`config.mk`:
```
export PLATFORM = sky130hd
export DESIGN_NAME = fifo_handoff_mutex_unit
export DESIGN_NICKNAME = d
export VERILOG_FILES = /design/src/sv/fhm_pkg.sv /design/src/sv/fhm_front.sv /design/src/sv/fhm_cmd_queue.sv /design/src/sv/fhm_back.sv /design/src/sv/fifo_handoff_mutex_unit.sv
export SDC_FILE = /design/constraint.sdc
export NUM_CORES = 1
export LEC_CHECK = 0
export BUFFER_PORTS_ARGS = -buffer_cell sky130_fd_sc_hd__buf_2
export CORE_ASPECT_RATIO = 1.4
export CORE_UTILIZATION = 30
export CTS_BUF_LIST = sky130_fd_sc_hd__clkbuf_4 sky130_fd_sc_hd__clkbuf_8 sky130_fd_sc_hd__clkbuf_16
export CTS_CLUSTER_DIAMETER = 120
export DETAILED_ROUTE_END_ITERATION = 10
export SLEW_MARGIN = 5
export SYNTH_ARGS = -nofsm -noshare
export SYNTH_HDL_FRONTEND = slang
export SYNTH_HIERARCHICAL = 1
export SYNTH_SLANG_ARGS = --single-unit
```
`constraint.sdc`:
```
create_clock -name clk_i -period 4.3 [get_ports clk_i]
set_input_delay 0.86 -clock clk_i [delete_from_list [all_inputs] [get_ports clk_i]]
set_output_delay 0.86 -clock clk_i [all_outputs]
set_load 0.02 [all_outputs]
```
`src/sv/fhm_pkg.sv`:
```
// Shared types, constants and codes of the FIFO hand-off mutex unit.
package fhm_pkg;

  // Sizes
  localparam int MAX_WAITERS    = 16;
  localparam int NUM_REQUESTERS = 64;
  localparam int CMDQ_DEPTH     = 2;

  localparam int OP_W   = 3;
  localparam int ID_W   = 6;
  localparam int DL_W   = 64;
  localparam int ST_W   = 3;
  localparam int IDX_W  = (MAX_WAITERS > 1) ? $clog2(MAX_WAITERS) : 1;
  localparam int CNT_W  = $clog2(MAX_WAITERS + 1);
  localparam int CQP_W  = (CMDQ_DEPTH > 1) ? $clog2(CMDQ_DEPTH) : 1;
  localparam int CQC_W  = $clog2(CMDQ_DEPTH + 1);

  // Stream widths, rounded up to whole bytes
  localparam int IN_BITS  = OP_W + ID_W + DL_W;
  localparam int IN_W     = ((IN_BITS + 7) / 8) * 8;
  localparam int OUT_BITS = ST_W + 1 + 1 + ID_W + ID_W;
  localparam int OUT_W    = ((OUT_BITS + 7) / 8) * 8;

  // Operation codes
  typedef enum logic [OP_W-1:0] {
    OP_INIT    = 3'd0,
    OP_LOCK    = 3'd1,
    OP_TRYLOCK = 3'd2,
    OP_TLOCK   = 3'd3,
    OP_UNLOCK  = 3'd4,
    OP_TIMEOUT = 3'd5,
    OP_DESTROY = 3'd6
  } op_e;

  // Status codes
  typedef enum logic [ST_W-1:0] {
    ST_OK      = 3'd0,
    ST_INVALID = 3'd1,
    ST_STATE   = 3'd2,
    ST_WAITING = 3'd3,
    ST_TIMEOUT = 3'd4,
    ST_FULL    = 3'd5
  } status_e;

  // Back-end sequencer states
  typedef enum logic [1:0] {
    BK_IDLE,
    BK_SCAN,
    BK_EXEC
  } back_state_e;

  // Classified request handed from front to back
  typedef struct packed {
    op_e             op;
    logic            known_op;  // op code names an operation
    logic            args_ok;   // requester id valid, deadline non-zero for timed lock
    logic [ID_W-1:0] id;
  } cmd_t;

  // One result, status in the lowest bits
  typedef struct packed {
    logic [ID_W-1:0] owner_id;
    logic [ID_W-1:0] wake_id;
    logic            wake_valid;
    logic            acquired;
    status_e         status;
  } result_t;

endpackage

```
`src/sv/fhm_front.sv`:
```
// Front end: unpacks an incoming request and classifies op code and arguments.
module fhm_front (
  input  logic [fhm_pkg::IN_W-1:0] s_data_i,
  output fhm_pkg::cmd_t            cmd_o
);
  import fhm_pkg::*;

  logic [OP_W-1:0] op_raw;
  logic [ID_W-1:0] id;
  logic [DL_W-1:0] deadline;
  logic            id_ok;
  logic            known;

  assign op_raw   = s_data_i[OP_W-1:0];
  assign id       = s_data_i[OP_W +: ID_W];
  assign deadline = s_data_i[OP_W+ID_W +: DL_W];

  // id zero means no task; ids beyond the requester range are rejected too
  assign id_ok = (id != '0) && (32'(id) < NUM_REQUESTERS);

  // recognise the op code
  always_comb begin
    case (op_e'(op_raw))
      OP_INIT, OP_LOCK, OP_TRYLOCK, OP_TLOCK,
      OP_UNLOCK, OP_TIMEOUT, OP_DESTROY: known = 1'b1;
      default:                           known = 1'b0;
    endcase
  end

  // build the classified request
  always_comb begin
    cmd_o.op       = op_e'(op_raw);
    cmd_o.known_op = known;
    cmd_o.args_ok  = id_ok && !((op_e'(op_raw) == OP_TLOCK) && (deadline == '0));
    cmd_o.id       = id;
  end

endmodule

```
`src/sv/fhm_cmd_queue.sv`:
```
// Short request queue between front and back ends.
module fhm_cmd_queue (
  input  logic          clk_i,
  input  logic          rst_ni,
  input  logic          push_i,
  input  fhm_pkg::cmd_t push_data_i,
  output logic          full_o,
  input  logic          pop_i,
  output logic          valid_o,
  output fhm_pkg::cmd_t pop_data_o
);
  import fhm_pkg::*;

  cmd_t             mem_q [CMDQ_DEPTH];
  logic [CQP_W-1:0] wr_ptr_q, wr_ptr_d;
  logic [CQP_W-1:0] rd_ptr_q, rd_ptr_d;
  logic [CQC_W-1:0] cnt_q, cnt_d;
  logic             do_push, do_pop;

  assign full_o     = (cnt_q == CQC_W'(CMDQ_DEPTH));
  assign valid_o    = (cnt_q != '0);
  assign pop_data_o = mem_q[rd_ptr_q];
  assign do_push    = push_i && !full_o;
  assign do_pop     = pop_i && valid_o;

  // pointer and fill bookkeeping
  always_comb begin
    wr_ptr_d = wr_ptr_q;
    rd_ptr_d = rd_ptr_q;
    cnt_d    = cnt_q;
    if (do_push) begin
      wr_ptr_d = (wr_ptr_q == CQP_W'(CMDQ_DEPTH - 1)) ? '0 : wr_ptr_q + 1'b1;
    end
    if (do_pop) begin
      rd_ptr_d = (rd_ptr_q == CQP_W'(CMDQ_DEPTH - 1)) ? '0 : rd_ptr_q + 1'b1;
    end
    if (do_push && !do_pop) begin
      cnt_d = cnt_q + 1'b1;
    end else if (do_pop && !do_push) begin
      cnt_d = cnt_q - 1'b1;
    end
  end

  always_ff @(posedge clk_i or negedge rst_ni) begin
    if (!rst_ni) begin
      wr_ptr_q <= '0;
      rd_ptr_q <= '0;
      cnt_q    <= '0;
    end else begin
      wr_ptr_q <= wr_ptr_d;
      rd_ptr_q <= rd_ptr_d;
      cnt_q    <= cnt_d;
    end
  end

  // storage
  always_ff @(posedge clk_i) begin
    if (do_push) begin
      mem_q[wr_ptr_q] <= push_data_i;
    end
  end

endmodule

```
`src/sv/fhm_back.sv`:
```
// Back end: mutex state, waiter queue search and compaction, result register.
module fhm_back (
  input  logic             clk_i,
  input  logic             rst_ni,
  input  logic             cmd_valid_i,
  input  fhm_pkg::cmd_t    cmd_i,
  output logic             cmd_pop_o,
  input  logic             timed_ok_i,
  output logic             res_valid_o,
  input  logic             res_ready_i,
  output fhm_pkg::result_t res_o
);
  import fhm_pkg::*;

  back_state_e      state_q, state_d;
  cmd_t             cmd_q;
  logic             ready_q, ready_d;
  logic             held_q, held_d;
  logic [ID_W-1:0]  owner_q, owner_d;
  logic [CNT_W-1:0] count_q, count_d;
  logic [ID_W-1:0]  waitq_q [MAX_WAITERS];
  logic [CNT_W-1:0] scan_q, scan_d;
  logic             found_q, found_d;
  logic [IDX_W-1:0] pos_q, pos_d;
  logic             out_vld_q;
  result_t          out_q;
  result_t          res;
  logic             out_free, exec_fire, scan_hit, scan_end;
  logic             push_en, drop_en;
  logic [IDX_W-1:0] drop_pos;

  assign out_free = !out_vld_q || res_ready_i;
  assign scan_end = (scan_q >= count_q);
  assign scan_hit = !scan_end && (waitq_q[scan_q[IDX_W-1:0]] == cmd_q.id);

  // next state
  always_comb begin
    state_d = state_q;
    case (state_q)
      BK_IDLE: if (cmd_valid_i) state_d = BK_SCAN;
      BK_SCAN: if (scan_end || scan_hit) state_d = BK_EXEC;
      BK_EXEC: if (out_free) state_d = BK_IDLE;
      default: state_d = BK_IDLE;
    endcase
  end

  // sequencer outputs and scan bookkeeping
  always_comb begin
    cmd_pop_o = 1'b0;
    exec_fire = 1'b0;
    scan_d    = scan_q;
    found_d   = found_q;
    pos_d     = pos_q;
    case (state_q)
      BK_IDLE: begin
        cmd_pop_o = cmd_valid_i;
        scan_d    = '0;
        found_d   = 1'b0;
      end
      BK_SCAN: begin
        if (scan_hit) begin
          found_d = 1'b1;
          pos_d   = scan_q[IDX_W-1:0];
        end else if (!scan_end) begin
          scan_d = scan_q + 1'b1;
        end
      end
      BK_EXEC: exec_fire = out_free;
      default: ;
    endcase
  end

  // carry out the request
  always_comb begin
    ready_d        = ready_q;
    held_d         = held_q;
    owner_d        = owner_q;
    count_d        = count_q;
    push_en        = 1'b0;
    drop_en        = 1'b0;
    drop_pos       = pos_q;
    res.status     = ST_INVALID;
    res.acquired   = 1'b0;
    res.wake_valid = 1'b0;
    res.wake_id    = '0;
    if (cmd_q.known_op && cmd_q.op == OP_INIT) begin
      ready_d    = 1'b1;
      held_d     = 1'b0;
      owner_d    = '0;
      count_d    = '0;
      res.status = ST_OK;
    end else if (!ready_q || !cmd_q.known_op) begin
      res.status = ST_INVALID;
    end else if (cmd_q.op == OP_DESTROY) begin
      if (held_q || count_q != '0) begin
        res.status = ST_STATE;
      end else begin
        ready_d    = 1'b0;
        res.status = ST_OK;
      end
    end else if (!cmd_q.args_ok) begin
      res.status = ST_INVALID;
    end else begin
      case (cmd_q.op)
        OP_LOCK, OP_TLOCK: begin
          if (!held_q) begin
            held_d     = 1'b1;
            owner_d    = cmd_q.id;
            res.status = ST_OK;
          end else if (owner_q == cmd_q.id) begin
            res.status = ST_STATE;
          end else if (cmd_q.op == OP_TLOCK && !timed_ok_i) begin
            res.status = ST_INVALID;
          end else if (found_q) begin
            res.status = ST_STATE;
          end else if (count_q >= CNT_W'(MAX_WAITERS)) begin
            res.status = ST_FULL;
          end else begin
            push_en    = 1'b1;
            count_d    = count_q + 1'b1;
            res.status = ST_WAITING;
          end
        end
        OP_TRYLOCK: begin
          if (!held_q) begin
            held_d       = 1'b1;
            owner_d      = cmd_q.id;
            res.acquired = 1'b1;
          end
          res.status = ST_OK;
        end
        OP_UNLOCK: begin
          if (!held_q || owner_q != cmd_q.id) begin
            res.status = ST_STATE;
          end else if (count_q != '0) begin
            // hand the lock straight to the queue head
            owner_d        = waitq_q[0];
            drop_en        = 1'b1;
            drop_pos       = '0;
            count_d        = count_q - 1'b1;
            res.wake_valid = 1'b1;
            res.wake_id    = waitq_q[0];
            res.status     = ST_OK;
          end else begin
            held_d     = 1'b0;
            owner_d    = '0;
            res.status = ST_OK;
          end
        end
        OP_TIMEOUT: begin
          if (held_q && owner_q == cmd_q.id) begin
            res.status = ST_OK;
          end else begin
            if (found_q) begin
              drop_en = 1'b1;
              count_d = count_q - 1'b1;
            end
            res.status = ST_TIMEOUT;
          end
        end
        default: res.status = ST_INVALID;
      endcase
    end
    res.owner_id = (ready_d && held_d) ? owner_d : '0;
  end

  // control registers
  always_ff @(posedge clk_i or negedge rst_ni) begin
    if (!rst_ni) begin
      state_q   <= BK_IDLE;
      ready_q   <= 1'b0;
      held_q    <= 1'b0;
      owner_q   <= '0;
      count_q   <= '0;
      scan_q    <= '0;
      found_q   <= 1'b0;
      pos_q     <= '0;
      out_vld_q <= 1'b0;
    end else begin
      state_q <= state_d;
      scan_q  <= scan_d;
      found_q <= found_d;
      pos_q   <= pos_d;
      if (exec_fire) begin
        ready_q   <= ready_d;
        held_q    <= held_d;
        owner_q   <= owner_d;
        count_q   <= count_d;
        out_vld_q <= 1'b1;
      end else if (res_ready_i) begin
        out_vld_q <= 1'b0;
      end
    end
  end

  // payload: latched request, result, waiter entries
  always_ff @(posedge clk_i) begin
    if (cmd_pop_o) begin
      cmd_q <= cmd_i;
    end
    if (exec_fire) begin
      out_q <= res;
    end
    // removal closes the gap by moving every later entry up one place
    if (exec_fire && drop_en) begin
      for (int i = 0; i < MAX_WAITERS - 1; i++) begin
        if (IDX_W'(i) >= drop_pos) begin
          waitq_q[i] <= waitq_q[i+1];
        end
      end
    end
    if (exec_fire && push_en) begin
      waitq_q[count_q[IDX_W-1:0]] <= cmd_q.id;
    end
  end

  assign res_valid_o = out_vld_q;
  assign res_o       = out_q;

  // checks
  a_count_bound: assert property (@(posedge clk_i) disable iff (!rst_ni)
    count_q <= CNT_W'(MAX_WAITERS))
    else $error("waiter count beyond queue depth");

  a_idle_when_down: assert property (@(posedge clk_i) disable iff (!rst_ni)
    !ready_q |-> (!held_q && count_q == '0))
    else $error("uninitialised mutex holds state");

  a_hit_in_range: assert property (@(posedge clk_i) disable iff (!rst_ni)
    (state_q == BK_EXEC && found_q) |-> (CNT_W'(pos_q) < count_q))
    else $error("found waiter lies past queue fill");

  a_wake_is_ok: assert property (@(posedge clk_i) disable iff (!rst_ni)
    (exec_fire && res.wake_valid) |=> (out_q.status == ST_OK && out_q.owner_id != '0))
    else $error("wake without successful hand-off");

endmodule

```
`src/sv/fifo_handoff_mutex_unit.sv`:
```
// Hardware mutex with FIFO waiter queue and direct hand-off: top level.
// Each request yields exactly one result. A request is classified on entry
// and held in a two-entry queue, so up to two more requests are taken while
// one is being served or its result waits. The waiter queue is searched one
// entry per cycle, up to 16 entries, until the caller is found or the queue
// end is reached. Removal from the queue moves every later entry up one place
// at once. The user must write timed_wait_supported through the cfg channel
// only while idle; the block itself does not enforce this.
module fifo_handoff_mutex_unit (
  input  logic                      clk_i,
  input  logic                      rst_ni,
  // tdata: op[2:0], requester_id[8:3], deadline[72:9], zeros above
  input  logic [fhm_pkg::IN_W-1:0]  s_axis_tdata_i,
  input  logic                      s_axis_tvalid_i,
  output logic                      s_axis_tready_o,
  // tdata: status[2:0], acquired[3], wake_valid[4], wake_id[10:5],
  //        owner_id[16:11], zeros above
  output logic [fhm_pkg::OUT_W-1:0] m_axis_tdata_o,
  output logic                      m_axis_tvalid_o,
  input  logic                      m_axis_tready_i,
  input  logic                      cfg_valid_i,
  output logic                      cfg_ready_o,
  input  logic                      cfg_data_i
);
  import fhm_pkg::*;

  cmd_t    front_cmd, queue_cmd;
  logic    queue_full, queue_valid, queue_pop;
  logic    timed_ok_q;
  result_t res;

  // configuration register
  assign cfg_ready_o = 1'b1;
  always_ff @(posedge clk_i or negedge rst_ni) begin
    if (!rst_ni) begin
      timed_ok_q <= 1'b1;
    end else if (cfg_valid_i) begin
      timed_ok_q <= cfg_data_i;
    end
  end

  fhm_front u_front (
    .s_data_i (s_axis_tdata_i),
    .cmd_o    (front_cmd)
  );

  assign s_axis_tready_o = !queue_full;

  fhm_cmd_queue u_cmd_queue (
    .clk_i       (clk_i),
    .rst_ni      (rst_ni),
    .push_i      (s_axis_tvalid_i),
    .push_data_i (front_cmd),
    .full_o      (queue_full),
    .pop_i       (queue_pop),
    .valid_o     (queue_valid),
    .pop_data_o  (queue_cmd)
  );

  fhm_back u_back (
    .clk_i       (clk_i),
    .rst_ni      (rst_ni),
    .cmd_valid_i (queue_valid),
    .cmd_i       (queue_cmd),
    .cmd_pop_o   (queue_pop),
    .timed_ok_i  (timed_ok_q),
    .res_valid_o (m_axis_tvalid_o),
    .res_ready_i (m_axis_tready_i),
    .res_o       (res)
  );

  assign m_axis_tdata_o = {{(OUT_W - OUT_BITS){1'b0}}, res};

endmodule
```
==> metrics.log, run 1 <==
[metrics] clock sink total: 177
[metrics] remaining design rule violation count: 2
[metrics] Yosys warning count: 6
[metrics] ratio of routed vias to standard cells: 5.118
[metrics] Port Buffers: 97
[metrics] deepest clock path buffer count: 2
[metrics] root buffer selected by CTS: clkbuf_16
[metrics] net switching component of the power: 2.078 mW
[metrics] Worst setup startpoint: u_back/held_q
[metrics] sequential area share after synthesis: 54.02%
[metrics] synth-to-layout area growth: 15.31%
[metrics] Peak VDD IR: roughly 0.22 mV
[metrics] endpoint of the lowest-slack register-to-register path: u_back/waitq_q[4][4]
[metrics] Comb power frac: between 30% and 40%
[metrics] H-Tree Level Count: 4
[metrics] clock tree from TritonCTS: yes
[metrics] crit share post-route: 83.53%
[metrics] largest net degree at the start of global routing: 32
[metrics] starting density of the core: 30.73%
[metrics] predominant post-synthesis flop cell: edfxtp_1
[metrics] Synth async-reset ratio: 17.51%
[metrics] capturing instance or port of the critical path: u_back/waitq_q[4][4]
[metrics] worst setup timing slack at the placement stage: 0.7273 ns
[metrics] slew at the pin with the worst max-slew slack: 1.108 ns
[metrics] layer carrying the most global-route usage: met2
[metrics] cell count after synthesis: about 720
[metrics] sequential fraction of design power: 41.0%
[metrics] GR Overflow Total: 0
[metrics] source-to-sink clock delay at the later pin of the worst-skew pair: 0.44 ns
[metrics] violated checks: DRC
[metrics] number of synthesized flops with an enable pin: 146
[metrics] Rows: 76
[metrics] kind of launch point of the worst setup path: flop
[metrics] final hold violations: 0
[metrics] number of vias in the routed layout: 6198
[metrics] most frequent cells in the layout: edfxtp_1, mux2_2, buf_2
[metrics] arrival time worst endpoint: 3.64 ns
[metrics] list of cells traversed by the critical path: inv_1 -> nor4_1 -> nand2_1 -> a2111o_1 -> nand2b_1 -> o21ai_0
[metrics] Achievable Freq: 0.2784 GHz
[metrics] routed len/inst: 18.60 um
[metrics] post-layout net count: ~910
[metrics] switching part of the total: 34.88%
[metrics] outcome: finished, violations left
[metrics] met2 Track Usage GR: a little over a quarter
[metrics] CP required: 4.35 ns
[metrics] design internal power: 3.879 mW
[metrics] antenna violations before repair: 0
[metrics] total power per unit cell area: about 540 nW/um2
[metrics] overall track demand over capacity in global routing: 14.39%
[metrics] post-cts repair resize count: 0
[metrics] number of DRC markers in iteration 0: approximately 380
[metrics] Avg Cell Area, Syn: around 13 um2
[metrics] maximum capacitance violations: 0
[metrics] total of flip-flops plus latches after synthesis: between 150 and 200
[metrics] R2R depth: 6
[metrics] minimum clock period after layout: 3.592 ns
[metrics] post-synth top area cell: edfxtp_1
[metrics] area inside the core boundary: ~31000 um2
[metrics] half-perimeter wire length after placement: ~17 mm
[metrics] number of CTS-inserted buffers: 17
[metrics] number of nets with antenna violations after routing: 0
[metrics] vertical die dimension: 213.2 um
[metrics] critical path class: reg -> reg
[metrics] slew margin rel.: 25.36%
[metrics] met1 Use GR: 16.01%
[metrics] I/O pins: 113
[metrics] met3 track demand over resource: 2.841%
[metrics] number of inserted diodes: 0
[metrics] Fill cells: 2967
[metrics] origin of the critical flop-to-flop path: u_back/held_q
[metrics] total negative slack for setup checks: 0 ns
[metrics] max incr delay on CP: around 0.93 ns
[metrics] count of hold buffers inserted by post-cts repair: 0
[metrics] placed inst area: 10380 um2
[metrics] wire length of the first global-routing pass: 35.29 mm
[metrics] CP max stage cell: o21ai_0
[metrics] final WL: 22.53 mm
[metrics] kind of end point of the critical path: flop
[metrics] Hold Path Class: in -> async
[metrics] unrepaired setup endpoints after global routing: no
[metrics] setup violation total in the final timing report: 0
[metrics] fraction of synthesized cell area taken by the top area cell type: 45.89%
[metrics] drt first pass iters: 10
[metrics] Final Instance Area: 11020 um2
[metrics] clock-pin slew on the worst setup and hold paths: 0.07 ns
[metrics] number of setup buffers added after CTS: 0
[metrics] Final Max Slew Viols: 0
[metrics] post-synthesis instance area: 9554 um2
[metrics] Die X: 152.8 um
[metrics] number of distinct standard cells referenced by the synthesized netlist: 63
[metrics] setup slack of the critical path after layout: 0.7081 ns
[metrics] vias in the first global route: 6319
[metrics] weighted congestion at the end of routability-driven global placement: 0.8631
[metrics] highest fanout seen on the critical path: 11
[metrics] internal reg-to-reg setup slack: slightly above 0.7 ns
[metrics] leakage: approximately 4.1 nW
[metrics] fraction of final layout cells with drive strength greater than 1: roughly a third
[metrics] most frequent standard cell in the layout excluding fill and tap cells: edfxtp_1
[metrics] final setup skew: 0.008084 ns
[metrics] share of the core filled with cells in the final layout: 35.43%
[metrics] ranking of synthesized cells by area: edfxtp_1, mux2_2, dfrtp_1
[metrics] die area: 32580 um2
[metrics] proportion of power drawn by the clock network: 28.0%
critical path, delay by kind of cell, from the launching register on:
kind | cells | cell delay [ns]
AOI/OAI and AO/OA | 2 | 1.43
and+or+nand+nor | 3 | 0.96
DFF | 1 | 0.61
buffers and inverters | 1 | 0.20
Yosys cell counts (all sizes together), types with 6 or more instances:
| library cell | n |
|---|---|
| nor2 | 28 |
| buf | 32 |
| mux2 | 114 |
| nand2 | 36 |
| mux2i | 36 |
| ha | 10 |
| clkbuf | 24 |
| edfxtp | 146 |
| a22oi | 15 |
| a22o | 6 |
| nand4 | 7 |
| mux4 | 13 |
| and2 | 13 |
| o2bb2ai | 6 |
| nand3 | 14 |
| xnor2 | 17 |
| o21ai | 19 |
| nor3 | 10 |
| a21o | 12 |
| a21oi | 12 |
| inv | 20 |
| nand2b | 10 |
| dfrtp | 30 |
| or2 | 6 |
| and3 | 18 |
| nor4 | 18 |
layout make-up:
| class | instances | area, um2 | share of cell area (%) |
|---|---|---|---|
| flip-flops and latches | 177 | 5162 | 46.86 |
| multi-input cells | 475 | 4009 | 36.39 |
| repair buffers | 117 | 648.1 | 5.883 |
| well taps | 390 | 488.0 | 4.429 |
| clock buffers | 18 | 439.2 | 3.986 |
| clock inverters | 14 | 195.2 | 1.772 |
| inverters | 20 | 75.07 | 0.6814 |
state kept, by name, indices dropped and copies added (netlist names):
name and flops:
u_back/waitq_q 96, u_cmd_queue/mem_q 22, u_back/res_o 17, u_back/cmd_q 11, u_back/owner_q 6, u_back/count_q 5, u_back/scan_q 5, u_back/pos_q 4
u_back/state_q 2, u_cmd_queue/cnt_q 2, timed_ok_q 1, u_back/found_q 1, u_back/held_q 1, u_back/ready_q 1, u_back/res_valid_o 1, u_cmd_queue/rd_ptr_q 1
u_cmd_queue/wr_ptr_q 1
per-stage QoR:
| stage | cells | total power [mW] | hold WS [ns] |
|---|---|---|---|
| after floorplan | 728 | 3.811 | 0.4206 |
| after global placement | 1179 | 4.295 | 0.4761 |
| after detailed placement | 1179 | 4.317 | 0.4899 |
| after CTS | 1211 | 6.005 | 0.4969 |
| after global routing | 1211 | 6.276 | 0.5176 |
| final | 1211 | 5.957 | 0.4804 |
worst min-delay path by stage:
stage,start,cells after the start,to
final,rst_ni,1,u_cmd_queue/cnt_q[0]
after global routing,rst_ni,1,u_cmd_queue/cnt_q[0]
after CTS,rst_ni,1,u_cmd_queue/rd_ptr_q
after detailed placement,u_cmd_queue/cnt_q[1],1,u_cmd_queue/cnt_q[1]
after global placement,u_cmd_queue/wr_ptr_q,1,u_cmd_queue/wr_ptr_q
after floorplan,u_back/cmd_q[0],0,u_back/waitq_q[15][0]
metal layers:
layer	wire length [um]	part of all wire (%)
met1	9071	40
met2	11760	52
met3	1033	4.6
met4	661	2.9
met5	0	0
cells by family (layout without fill, tap and decap cells):
group,Yosys count,in the layout,synth area share (%)
and+or+nand+nor,178,178,10.29
muxes,163,163,20.82
AOI/OAI and AO/OA,96,96,7.190
adders and majority gates,11,11,1.519
DFF,177,177,54.02
other,2,8,0.07860
xor gates and xnor gates,19,19,1.820
buffers and inverters,76,169,4.256
power groups by stage:
stage               Combinational (mW)  Sequential (mW)  Clock (mW)
global placement                  1.83             2.47           0
detailed placement                1.85             2.47           0
finish                            1.84             2.44        1.67
floorplan                         1.50             2.31           0
global route                      2.03             2.48        1.77
CTS                               1.85             2.44        1.71
Power figures use the tool's default switching activity.
==> run 2, diff against run 1 <==
==> constraint.sdc (replaced) <==
create_clock -name clk_i -period 3.65 [get_ports clk_i]
set_input_delay 0.73 -clock clk_i [delete_from_list [all_inputs] [get_ports clk_i]]
set_output_delay 0.73 -clock clk_i [all_outputs]
set_load 0.02 [all_outputs]
==> run 2 against run 1 <==
Critical endpoint is now u_back/pos_q[0]. Final cell count grew 1.5%. Critical path depth increased by 2. The flow still finishes with violations (DRC). Via count rose by 1.3%. Highest routed layer unchanged.
==> metrics.log, run 2 (synthesis results as in run 1) <==
[metrics] vias in the first global route: about 6500
[metrics] final setup skew: around 0.0067 ns
[metrics] I/O pins: 113
[metrics] Worst setup startpoint: u_back/scan_q[0]
[metrics] Rows: 76
[metrics] number of setup buffers added after CTS: 0
[metrics] overall track demand over capacity in global routing: 14.53%
[metrics] number of nets with antenna violations after routing: 0
[metrics] Final Max Slew Viols: 0
[metrics] max incr delay on CP: about 0.74 ns
[metrics] number of gates on the worst path with buffers counted: 8
[metrics] total power per unit cell area: approximately 630 nW/um2
[metrics] total area of multi-input combinational cells: 4009 um2
[metrics] kind of end point of the critical path: flop
[metrics] GR Overflow Total: 0
[metrics] final hold violations: 0
[metrics] source-to-sink clock delay at the later pin of the worst-skew pair: 0.44 ns
[metrics] H-Tree Level Count: 4
[metrics] drt first pass iters: 10
[metrics] Metal-1 WL: 9.325 mm
[metrics] placed inst area: 10520 um2
[metrics] ratio of routed vias to standard cells: 5.109
[metrics] R2R depth: 8
[metrics] die area: ~33000 um2
[metrics] clock tree from TritonCTS: yes
[metrics] Met2 Routed Length: 11.82 mm
[metrics] Final Instance Area: 11110 um2
[metrics] DR WL met3: 765 um
[metrics] clock sink total: 177
[metrics] area inside the core boundary: just over 30000 um2
[metrics] CP required: 3.98 ns
[metrics] largest net degree at the start of global routing: 32
[metrics] family with the most delay on the worst path: compound AO/OA/AOI/OAI gates
[metrics] top layer in use: met4
[metrics] number of vias in the routed layout: 6279
[metrics] Achievable Freq: 0.3204 GHz
[metrics] Die X: about 150 um
[metrics] number of DRC markers in iteration 0: 385
[metrics] share of the core filled with cells in the final layout: a little over a third
[metrics] Hold Path Class: in -> async
[metrics] half-perimeter wire length after placement: between 15 and 20 mm
[metrics] setup violation total in the final timing report: 0
[metrics] post-layout power: 6.969 mW
[metrics] endpoint of the lowest-slack register-to-register path: u_back/pos_q[0]
[metrics] fraction of final layout cells with drive strength greater than 1: between 30 and 40%
[metrics] leakage: 4.235 nW
[metrics] number of flip-flops in the largest register: 96
[metrics] starting density of the core: 30.73%
[metrics] Peak VDD IR: 0.3146 mV
[metrics] routed len/inst: 18.38 um
[metrics] most flop-heavy register: u_back/waitq_q
[metrics] number of CTS-inserted buffers: 17
[metrics] internal reg-to-reg setup slack: 0.53 ns
[metrics] post-cts repair resize count: 0
[metrics] final WL: 22.59 mm
[metrics] antenna violations before repair: 0
[metrics] maximum capacitance violations: 0
[metrics] list of cells traversed by the critical path: nor2b_1 -> a22oi_1 -> a21o_1 -> a221oi_1 -> o21ai_0 -> buf_4 -> nor3b_4 -> mux2_2
[metrics] unrepaired setup endpoints after global routing: no
[metrics] violated checks: DRC
[metrics] number of inserted diodes: 0
[metrics] Port Buffers: 97
[metrics] capturing instance or port of the critical path: u_back/pos_q[0]
[metrics] root buffer selected by CTS: clkbuf_16
[metrics] critical path class: reg -> reg
[metrics] minimum clock period after layout: approximately 3.1 ns
[metrics] remaining design rule violation count: 2
[metrics] synth-to-layout area growth: 16.33%
[metrics] weighted congestion at the end of routability-driven global placement: 0.8473
[metrics] slew at the pin with the worst max-slew slack: 0.9769 ns
[metrics] total negative slack for setup checks: 0 ns
[metrics] crit share post-route: a little under nine tenths
[metrics] slew margin rel.: approximately a third
[metrics] count of hold buffers inserted by post-cts repair: 0
[metrics] Fill cells: 2990
[metrics] arrival time worst endpoint: around 3.5 ns
[metrics] origin of the critical flop-to-flop path: u_back/scan_q[0]
[metrics] CP max stage cell: dfrtp_1
[metrics] deepest clock path buffer count: 2
[metrics] WP buf/inv: 1
[metrics] most frequent cells in the layout: edfxtp_1, mux2_2, buf_2
[metrics] sequential cell area in the final layout: about 5200 um2
[metrics] vertical die dimension: 213.2 um
[metrics] Fin Hold WS: 0.3431 ns
[metrics] most frequent standard cell in the layout excluding fill and tap cells: edfxtp_1
[metrics] post-layout net count: 923
[metrics] clock-pin slew on the worst setup and hold paths: around 0.07 ns
[metrics] wire length of the first global-routing pass: 35.89 mm
[metrics] outcome: finished, violations left
[metrics] kind of launch point of the worst setup path: flop
[metrics] highest fanout seen on the critical path: 11
[run 2: changes by cell type in the layout (fill, tap and decap cells not counted), sizes merged]
cell,delta
buf,+18
clkinv,+1
bufinv,-2
clkinvlp,-3
inv,+3
clkbuf,+1
[run 2: cell type report]
class | count | area share, %
flip-flops and latches | 177 | 46.45
multi-input cells | 475 | 36.07
repair buffers | 135 | 7.047
well taps | 390 | 4.390
clock buffers | 19 | 4.177
clock inverters | 13 | 1.193
inverters | 20 | 0.6754
[run 2: worst min-delay path by stage]
| stage | from | end | slack, ns |
|---|---|---|---|
| finish | rst_ni | u_cmd_queue/rd_ptr_q | 0.34 |
| global route | rst_ni | u_cmd_queue/rd_ptr_q | 0.39 |
| CTS | rst_ni | u_cmd_queue/cnt_q[0] | 0.35 |
| detailed placement | u_cmd_queue/wr_ptr_q | u_cmd_queue/wr_ptr_q | 0.48 |
| global placement | u_cmd_queue/wr_ptr_q | u_cmd_queue/wr_ptr_q | 0.48 |
| floorplan | u_back/cmd_q[0] | u_back/waitq_q[15][0] | 0.42 |
[run 2: layer usage]
| metal | vias to the layer above | GRT usage (%) |
|---|---|---|
| met5 | - | 0 |
| met4 | 0 | 6.931 |
| met3 | 38 | 2.111 |
| met2 | 201 | 26.78 |
| met1 | 3097 | 16.47 |
| li1 | 2943 | - |
[run 2: report_power, final]
part	switching (mW)	internal [mW]	total (mW)
sequential	0.338	2.48	2.82
clock	0.840	1.02	1.86
combinational	1.27	1.02	2.28
total	2.44	4.52	6.97
[run 2: per-stage QoR]
| step | instances | setup slack, ns |
|---|---|---|
| final | 1229 | 0.5288 |
| after global routing | 1229 | 0.3215 |
| after CTS | 1229 | 0.5217 |
| after detailed placement | 1197 | 0.5403 |
| after global placement | 1197 | 0.5490 |
| after floorplan | 728 | 0.6704 |
==> run 3, diff against run 2 <==
--- a/config.mk
+++ b/config.mk
@@ -6,11 +6,13 @@
 export NUM_CORES = 1
 export LEC_CHECK = 0
 export BUFFER_PORTS_ARGS = -buffer_cell sky130_fd_sc_hd__buf_2
+export CAP_MARGIN = 30
 export CORE_ASPECT_RATIO = 1.4
 export CORE_UTILIZATION = 30
 export CTS_BUF_LIST = sky130_fd_sc_hd__clkbuf_4 sky130_fd_sc_hd__clkbuf_8 sky130_fd_sc_hd__clkbuf_16
 export CTS_CLUSTER_DIAMETER = 120
 export DETAILED_ROUTE_END_ITERATION = 10
+export PLACE_DENSITY = 0.58
 export SLEW_MARGIN = 5
 export SYNTH_ARGS = -nofsm -noshare
 export SYNTH_HDL_FRONTEND = slang
==> run 3 against run 2 <==
The flow now finishes without violations. Global-route usage is 0.31 points higher. Clock power about the same. Combinational power barely moved. Non-clock buffer count is 4 higher. Critical path type unchanged.
==> metrics.log, run 3 (synthesis results as in run 1) <==
[metrics] weighted congestion at the end of routability-driven global placement: 0.8251
[metrics] half-perimeter wire length after placement: about 17 mm
[metrics] clock-pin slew on the worst setup and hold paths: roughly 0.070 ns
[metrics] kind of launch point of the worst setup path: flop
[metrics] die area: ~33000 um2
[metrics] most flop-heavy register: u_back/waitq_q
[metrics] family with the most delay on the worst path: compound AO/OA/AOI/OAI gates
[metrics] clock tree from TritonCTS: yes
[metrics] drt first pass iters: 7
[metrics] largest net degree at the start of global routing: 32
[metrics] share of the core filled with cells in the final layout: a little over a third
[metrics] CP max stage cell: dfrtp_1
[metrics] H-Tree Level Count: 4
[metrics] Rows: 76
[metrics] post-layout net count: 927
[metrics] source-to-sink clock delay at the later pin of the worst-skew pair: 0.44 ns
[metrics] CP required: a little under 4 ns
[metrics] overall track demand over capacity in global routing: 14.83%
[metrics] unrepaired setup endpoints after global routing: no
[metrics] number of CTS-inserted buffers: 17
[metrics] count of hold buffers inserted by post-cts repair: 0
[metrics] total area of multi-input combinational cells: 4009 um2
[metrics] Achievable Freq: 0.3146 GHz
[metrics] minimum clock period after layout: 3.179 ns
[metrics] maximum capacitance violations: 0
[metrics] number of setup buffers added after CTS: 0
[metrics] outcome: completed
[metrics] kind of end point of the critical path: flop
[metrics] area inside the core boundary: 31090 um2
[metrics] number of vias in the routed layout: about 6300
[metrics] I/O pins: 113
[metrics] antenna violations before repair: 0
[metrics] arrival time worst endpoint: 3.50 ns
[metrics] Fill cells: approximately 3000
[metrics] fraction of final layout cells with drive strength greater than 1: 36.94%
[metrics] number of DRC markers in iteration 0: between 400 and 500
[metrics] ratio of routed vias to standard cells: between 5 and 6
[metrics] Hold Path Class: in -> async
[metrics] max incr delay on CP: 0.60 ns
[metrics] WP buf/inv: 2
[metrics] vias in the first global route: 6548
[metrics] routed len/inst: about 19 um
[metrics] slew at the pin with the worst max-slew slack: 0.7795 ns
[metrics] total power per unit cell area: 626.8 nW/um2
[metrics] GR Overflow Total: 0
[metrics] most frequent cells in the layout: edfxtp_1, mux2_2, buf_2
[metrics] leakage: 4.239 nW
[metrics] synth-to-layout area growth: 16.50%
[metrics] list of cells traversed by the critical path: buf_4 -> nor2b_1 -> a22oi_1 -> a21o_1 -> a221oi_1 -> o21ai_0 -> buf_4 -> nor3b_4 -> mux2_2
[metrics] origin of the critical flop-to-flop path: u_back/scan_q[3]
[metrics] post-cts repair resize count: 0
[metrics] most frequent standard cell in the layout excluding fill and tap cells: edfxtp_1
[metrics] vertical die dimension: ~210 um
[metrics] starting density of the core: 30.73%
[metrics] remaining design rule violation count: 0
[metrics] crit share post-route: between 80% and 90%
[metrics] Port Buffers: 97
[metrics] Worst setup startpoint: u_back/scan_q[3]
[metrics] clock sink total: 177
[metrics] setup violation total in the final timing report: 0
[metrics] final setup skew: 0.01186 ns
[metrics] root buffer selected by CTS: clkbuf_16
[metrics] number of nets with antenna violations after routing: 0
[metrics] slew margin rel.: roughly 48%
[metrics] Fin Hold WS: 0.3565 ns
[metrics] count of placed standard cells including taps: 1200
[metrics] number of inserted diodes: 0
[metrics] final WL: 22.92 mm
[metrics] deepest clock path buffer count: 2
[metrics] total negative slack for setup checks: 0 ns
[metrics] Peak VDD IR: between 0.2 and 0.3 mV
[metrics] Final Max Slew Viols: 0
[metrics] sequential cell area in the final layout: 5162 um2
[metrics] critical path class: reg -> reg
[metrics] final instance count without filler cells: about 1200
[metrics] wire length of the first global-routing pass: 36.49 mm
[metrics] number of flip-flops in the largest register: 96
[metrics] dominant cell type by count on the critical path: buf_4
[metrics] final hold violations: 0
[metrics] Die X: 152.8 um
[metrics] highest fanout seen on the critical path: 10
-- run 3: cell types whose count changed in the layout (fill, tap and decap cells not counted), sizes merged --
cell,before,now
bufinv,1,2
inv,30,26
buf,135,139
clkinvlp,0,2
-- run 3: metal layers --
| metal | vias up | GRT usage (%) | part of all wire, % |
|---|---|---|---|
| met4 | 0 | 7.524 | 3.2 |
| met1 | 3124 | 17.05 | 41 |
| met5 | - | 0 | 0 |
| met3 | 43 | 2.598 | 4.4 |
| met2 | 227 | 26.51 | 51 |
| li1 | 2953 | - | - |
-- run 3: final timing paths --
check / endpoint / slack [ns] / depth (start not counted)
setup / recovery: u_back/pos_q[1] / 0.47 / 9
hold / removal: u_cmd_queue/cnt_q[0] / 0.36 / 1
setup reg to reg: u_back/pos_q[1] / 0.47 / 9
hold reg to reg: u_cmd_queue/wr_ptr_q / 0.49 / 1
max in group asynchronous: u_back/scan_q[1] / 2.76 / 1
min in group clk_i: u_cmd_queue/wr_ptr_q / 0.49 / 1
-- run 3: layout make-up --
class / instances / share of cell area [%]
clock buffers: 19 / 3.957
flip-flops and latches: 177 / 46.38
inverters: 20 / 0.6745
well taps: 390 / 4.384
repair buffers: 139 / 7.262
clock inverters: 12 / 1.326
multi-input cells: 475 / 36.02
-- run 3: power by group --
group	leakage (nW)	switching, mW	internal (mW)	total [mW]
Sequential	1.71	0.324	2.48	2.81
Clock	0.284	0.817	1.04	1.85
Combinational	2.24	1.29	1.02	2.31
-- run 3: metrics by stage --
step | setup WS, ns | cell area, um2 | power [mW]
after floorplan | 0.6704 | 9577 | 4.490
after global placement | 0.5108 | 10530 | 5.137
after detailed placement | 0.4854 | 10540 | 5.163
after CTS | 0.4452 | 11120 | 7.035
after global routing | 0.2364 | 11130 | 7.371
final | 0.4713 | 11130 | 6.976
